<file path="src/design/pfa_pkg.sv">
// Shared types, codes and field widths of the packed field array.
package pfa_pkg;

  // Field widths
  localparam int OP_W       = 2;
  localparam int IDX_W      = 12;
  localparam int VAL_W      = 8;
  localparam int WL_W       = 2;
  localparam int CNT_W      = 13;
  localparam int CFG_IDX_W  = 1;
  localparam int CFG_DATA_W = 13;

  // Default store size in bytes
  localparam int STORE_BYTES_DEF = 512;

  typedef logic [OP_W-1:0]       op_t;
  typedef logic [IDX_W-1:0]      idx_t;
  typedef logic [VAL_W-1:0]      val_t;
  typedef logic [WL_W-1:0]       wl_t;
  typedef logic [CNT_W-1:0]      cnt_t;
  typedef logic [CFG_IDX_W-1:0]  cfg_idx_t;
  typedef logic [CFG_DATA_W-1:0] cfg_data_t;

  // Operation codes
  localparam op_t OP_GET   = 2'd0;
  localparam op_t OP_SET   = 2'd1;
  localparam op_t OP_CLEAR = 2'd2;

  // Configuration register indexes
  localparam cfg_idx_t CFG_WIDTH_LOG2  = 1'd0;
  localparam cfg_idx_t CFG_VALUE_COUNT = 1'd1;

  // Right-aligned field mask for a given log2 width
  function automatic val_t field_mask(input wl_t wl);
    val_t m;
    case (wl)
      2'd0:    m = 8'h01;
      2'd1:    m = 8'h03;
      2'd2:    m = 8'h0F;
      default: m = 8'hFF;
    endcase
    return m;
  endfunction

endpackage

</file>
<file path="src/design/pfa_store.sv">
// Byte store of the packed field array with a zeroing sweep after reset.
module pfa_store #(
  parameter int STORE_BYTES = pfa_pkg::STORE_BYTES_DEF,
  parameter int AW          = 9
) (
  input  logic                 clk,
  input  logic                 rst_n,
  input  logic                 rd_en,
  input  logic [AW-1:0]        rd_addr,
  output pfa_pkg::val_t        rd_data,
  input  logic                 wr_en,
  input  logic [AW-1:0]        wr_addr,
  input  pfa_pkg::val_t        wr_data,
  output logic                 clr_busy
);
  import pfa_pkg::*;

  val_t          mem [0:STORE_BYTES-1];
  val_t          rd_data_r;
  logic          clr_busy_r;
  logic [AW-1:0] clr_cnt_r;
  logic [AW-1:0] clr_cnt_nxt;
  logic          mem_we;
  logic [AW-1:0] mem_waddr;
  val_t          mem_wdata;

  // Sweep counter: one byte zeroed per cycle after reset
  always_comb begin
    clr_cnt_nxt = clr_cnt_r + AW'(1);
  end

  always_ff @(posedge clk) begin
    if (!rst_n) begin
      clr_busy_r <= 1'b1;
      clr_cnt_r  <= '0;
    end else if (clr_busy_r) begin
      clr_cnt_r <= clr_cnt_nxt;
      if (clr_cnt_r == AW'(STORE_BYTES - 1)) begin
        clr_busy_r <= 1'b0;
      end
    end
  end

  // Write port is owned by the sweep while it runs
  always_comb begin
    mem_we    = clr_busy_r | wr_en;
    mem_waddr = clr_busy_r ? clr_cnt_r : wr_addr;
    mem_wdata = clr_busy_r ? '0 : wr_data;
  end

  // Single write port, single registered read port (read returns old data)
  always_ff @(posedge clk) begin
    if (mem_we) begin
      mem[mem_waddr] <= mem_wdata;
    end
    if (rd_en) begin
      rd_data_r <= mem[rd_addr];
    end
  end

  assign rd_data  = rd_data_r;
  assign clr_busy = clr_busy_r;

endmodule

</file>
<file path="config.mk">
export PLATFORM = sky130hd
export DESIGN_NAME = pfa_store
export DESIGN_NICKNAME = d
export VERILOG_FILES = /design/src/design/pfa_pkg.sv /design/src/design/pfa_store.sv
export SDC_FILE = /design/constraint.sdc
export NUM_CORES = 2
export LEC_CHECK = 0
export BUFFER_PORTS_ARGS = -buffer_cell sky130_fd_sc_hd__buf_2
export CORE_ASPECT_RATIO = 1.75
export CORE_UTILIZATION = 50
export DETAILED_ROUTE_END_ITERATION = 6
export HOLD_SLACK_MARGIN = 0.12
export PLACE_DENSITY_LB_ADDON = 0.12
export SYNTH_ARGS = -nofsm -noshare
export SYNTH_HDL_FRONTEND = slang
export SYNTH_SLANG_ARGS = --single-unit
</file>
<file path="constraint.sdc">
create_clock -name clk -period 45.4 [get_ports clk]
set_input_delay 11.35 -clock clk [delete_from_list [all_inputs] [get_ports clk]]
set_output_delay 11.35 -clock clk [all_outputs]
set_load 0.01 [all_outputs]
</file>
* Word level (Yosys, flattened, before mapping)
Memories as Yosys holds them, arrays and structs flattened. A register that Yosys moved wholly into a read port is not among the register bits.
Cells that the tools add are included.
** Storage, ports and cells
- Bits in registers :: 10
- RAM bits :: 4096
- Input bits :: 30
- Output and inout port bits :: 9
- Logic and storage cells :: 12
- Memories kept :: 1
** Memories
- mem :: words 512, bits a word 8, rd ports 1, clocked after Yosys merged registers in 1, wr ports 1, RTL line pfa_store.sv:18 : val_t mem [0:STORE_BYTES-1];
** Operators by class
- $add $sub $neg :: 1
- Equal/unequal tests :: 1
- Multiplexer cells :: 6
- Bitwise operators :: 1
** Operator list (number)
- $add A9 B1 Y9 const B :: 1
- $eq A9 B9 Y1 const B :: 1
- $mux W9 :: 1
- $mux W8 :: 1
- $mux W1 :: 4
- $or A1 B1 Y1 :: 1

* Logic depth before layout (Yosys ltp)
- Word-level depth :: 3
- Depth in mapped cells :: 13

* Worst setup path after synthesis
OpenSTA, ideal clock, no wires.
- Path kind :: input to register
- Start :: input port wr_data[0]
- End :: memory mem[0][0] in the netlist's numbering (data pin)
- Arrival time :: 23.559 ns
- Required time :: 42.711 ns
- Setup slack :: 19.152 ns
- Cell stages on the path :: 1
- Buffers on the path :: 0
- Path through :: nor2b_1
** Between the ends
- Word-level cells in the longest chain between the ends :: 1
** Ends and longest elaborated chain
- start, declared :: RTL line pfa_store.sv:13 : input pfa_pkg::val_t wr_data,
- $mux W8 :: RTL line pfa_store.sv:48 : mem_wdata = clr_busy_r ? '0 : wr_data;
- end, declared :: RTL line pfa_store.sv:18
No other way between the ends.

==> results.json <==
{
  "end_kind": "register",
  "maxSlewViolCount": 6,
  "cts.sinks": 4114,
  "postSynthCellCount": 8177,
  "drive_gt1_share_pct": 17.2,
  "vias": 83500,
  "post-route-util_pct": 55.3,
  "placedCellCount": 12200,
  "antenna_found_initial": 33,
  "tightestPinTransition_ns": 1.59,
  "overflow": 0,
  "synth-seq-cells": 4114,
  "grt_pass1_vias": 84700,
  "die_h_um": 756,
  "cts_resized": 0,
  "synth_nets": 8209,
  "setup_viol": 0,
  "vias_per_cell": 6.45,
  "path_cells": "buf_12 -> buf_12 -> buf_12 -> buf_12 -> buf_4 -> buf_4 -> buf_4 -> mux4_2 -> mux4_2 -> a32oi_1 -> nor4_1 -> o2111a_1",
  "dp_hpwl_mm": 303,
  "cp-start-kind": "input pin",
  "ff_latch_area_um2": 123000,
  "postSynthAreaPerCell_um2": 19.8,
  "syn_area_um2": 162000,
  "multi_input_area_um2": 35400,
  "fill_cells": 24500,
  "outcome": "finished with violations",
  "cp_data_required_time_ns": 46.12,
  "drtAntennaViolNets": 0,
  "grt_use_total_pct": 29.6,
  "row_count": 276,
  "synthTopCellsByArea": "edfxtp_1 (76%), mux4_2 (8.2%), mux2i_1 (4.5%)",
  "leakage_nw": 57.4,
  "timing.slew.headroom_pct": -7.14,
  "cts_tree": "done",
  "hp-class": "reg -> reg",
  "stdcell_count": 13000,
  "ys_types": 86,
  "stdcell_area_um2": 179000,
  "io_buffers": 38,
  "period_needed_ns": 17.77,
  "path_clk_slew_ns": 0.07,
  "placed_area_um2": 166000,
  "cts.htree.levels": 5,
  "drt_first_pass_iters": 6,
  "cts_setup_buffers": 0,
  "ys_async_sr_fraction_pct": 0,
  "fp.dieArea_um2": 327000,
  "yosysTopAreaCellShare_pct": 76.0,
  "maxCapViolations": 5,
  "start_util_pct": 50.3,
  "syn_to_final_growth_pct": 10.1,
  "crit_family": "buffers and inverters",
  "grt_pass1_wl_mm": 670,
  "timing.hold.ws_ns": 0.517,
  "synth_ff_type": "edfxtp_1",
  "netlist.top_cell.by_area": "edfxtp_1",
  "wl_per_cell_um": 37.4,
  "ys_warn_count": 0,
  "core_area_um2": 323000,
  "path_buf_inv": 7,
  "routed_wl_mm": 485,
  "fmax_mhz": 56.3,
  "grt_max_degree": 230,
  "globalplace.congestion": 0.885,
  "final_hold_viol_count": 0,
  "violations": "capacitance limit, slew limit",
  "die_x_um": 433,
  "min_period_over_period_pct": 39.1,
  "holdBufCountCts": 0,
  "drtIter0Drc": 9456,
  "cp_max_fo": 109,
  "reg2reg_slack_ns": 40.75,
  "rsz0062_at_grt": "no",
  "drcViolationCount": 0,
  "clk_latency_ns": 0.96,
  "numCtsBuffers": 367,
  "final_nets": 8326,
  "critPathMostFrequentCell": "buf_12",
  "critPathArrivalTime_ns": 18.48,
  "pin_count": 39,
  "slowest_delay_ns": 0.78,
  "slowest_stage": "buf_4",
  "criticalPathCategory": "in -> reg",
  "vdd_drop_max_uv": 43.2,
  "setup_tns_ns": 0,
  "cts_root_buf": "clkbuf_16",
  "power_density_nw_per_um2": 42.8,
  "synth_enable_flop_cells": 4104,
  "ctsLongestPathBuffers": 4,
  "skew_ns": 0.0866,
  "ys_seq_area_share_pct": 76.1
}
## power by group
part / switching, mW / total [mW] / internal [mW]
Sequential: 0.00500 / 4.12 / 4.11
Combinational: 0.228 / 0.342 / 0.114
Clock: 1.40 / 3.18 / 1.78
Total: 1.63 / 7.64 / 6.01
## sequential cells by signal, summed over array words and instances, names as in the netlist
register   cells
clr_cnt_r      9
clr_busy       1
mem         4096
rd_data        8
## per-layer routing
layer  up-vias  wire, um  global-route usage [%]
met1     44700    167000                    34.6
met5         -        69                       0
li1      34200         -                       -
met2      3713    252000                    51.7
met4        12     33900                    17.9
met3       914     31900                    4.33
## cells by family (layout without fill, tap and decap cells)
family / count (synthesis) / in the layout / synth area share (%)
adder cells (fa/ha/maj): 2 / 2 / 0.0154
other: 0 / 78 / 0
XOR/XNOR: 4 / 4 / 0.0216
flip-flops: 4114 / 4114 / 76.1
buffers and inverters: 534 / 930 / 2.36
multiplexers: 1442 / 1442 / 14.3
AND/OR/NAND/NOR: 1114 / 1114 / 3.02
AO/OA/AOI/OAI: 967 / 967 / 4.25
## per-stage QoR
stage / setup slack (ns) / power, mW
2_1_floorplan: 19.15 / 4.41
3_3_place_gp: 26.54 / 4.54
3_5_place_dp: 26.48 / 4.54
4_1_cts: 27.52 / 7.67
5_1_grt: 27.18 / 7.80
6_report: 27.63 / 7.64
## synth_stat cells (53+ instances only)
| cell | count |
|---|---|
| a211oi_1 | 53 |
| a21oi_1 | 159 |
| buf_2 | 106 |
| buf_6 | 80 |
| clkbuf_1 | 199 |
| edfxtp_1 | 4104 |
| mux2i_1 | 736 |
| mux4_1 | 78 |
| mux4_2 | 590 |
| nand2_1 | 164 |
| nor2_1 | 625 |
| nor3_1 | 78 |
| o21ai_0 | 78 |
| o221ai_1 | 263 |
| o22ai_1 | 209 |
## area by class of cell
cell class,count,share of cell area [%]
multi-input combinational,3529,19.8
tap,4309,3.02
antenna,78,0.109
inverter,11,0.0315
timing repair buffer,271,1.22
clock inverter,201,1.23
clock buffer,447,5.45
sequential,4114,69.1
## worst reg2reg max path, cell delays in order, from the launching register on
cell and delay [ns]:
dfxtp_2 0.32, buf_4 0.29, nor2b_4 0.16, buf_4 0.59
buf_4 0.85, buf_4 1.00, buf_4 0.93
## final timing paths
| kind | from | endpoint | depth (start not counted) |
|---|---|---|---|
| worst max-delay path | rd_addr[0] | rd_data[2] | 12 |
| worst min-delay path | clr_cnt_r[0] | clr_cnt_r[0] | 2 |
| worst max register to register | clr_busy | mem[71][1] | 6 |
| worst min register to register | clr_cnt_r[0] | clr_cnt_r[0] | 2 |
## placed cells by master, fill, tap and decap left out, types with 13 or more instances in the layout
master / count
edfxtp_1: 4104
mux2i_1: 736
nor2_1: 622
mux4_2: 590
clkbuf_16: 379
o221ai_1: 263
buf_4: 213
o22ai_1: 207
a21oi_1: 158
nand2_1: 147
diode_2: 78
mux4_1: 78
clkinv_1: 77
o21ai_0: 74
nor3_1: 73
clkbuf_1: 68
and2_1: 52
clkinv_2: 52
a211oi_1: 50
nand3_1: 45
bufinv_16: 45
mux2_2: 38
buf_2: 35
nor4_1: 33
a31oi_1: 29
a22oi_1: 25
nand4_1: 25
a2111oi_0: 23
nand2_4: 17
a221oi_1: 16
o31ai_1: 15
nand2b_1: 13
or3_1: 13
clkinvlp_4: 13
buf_12: 13
(Power assumes the default switching activity.)
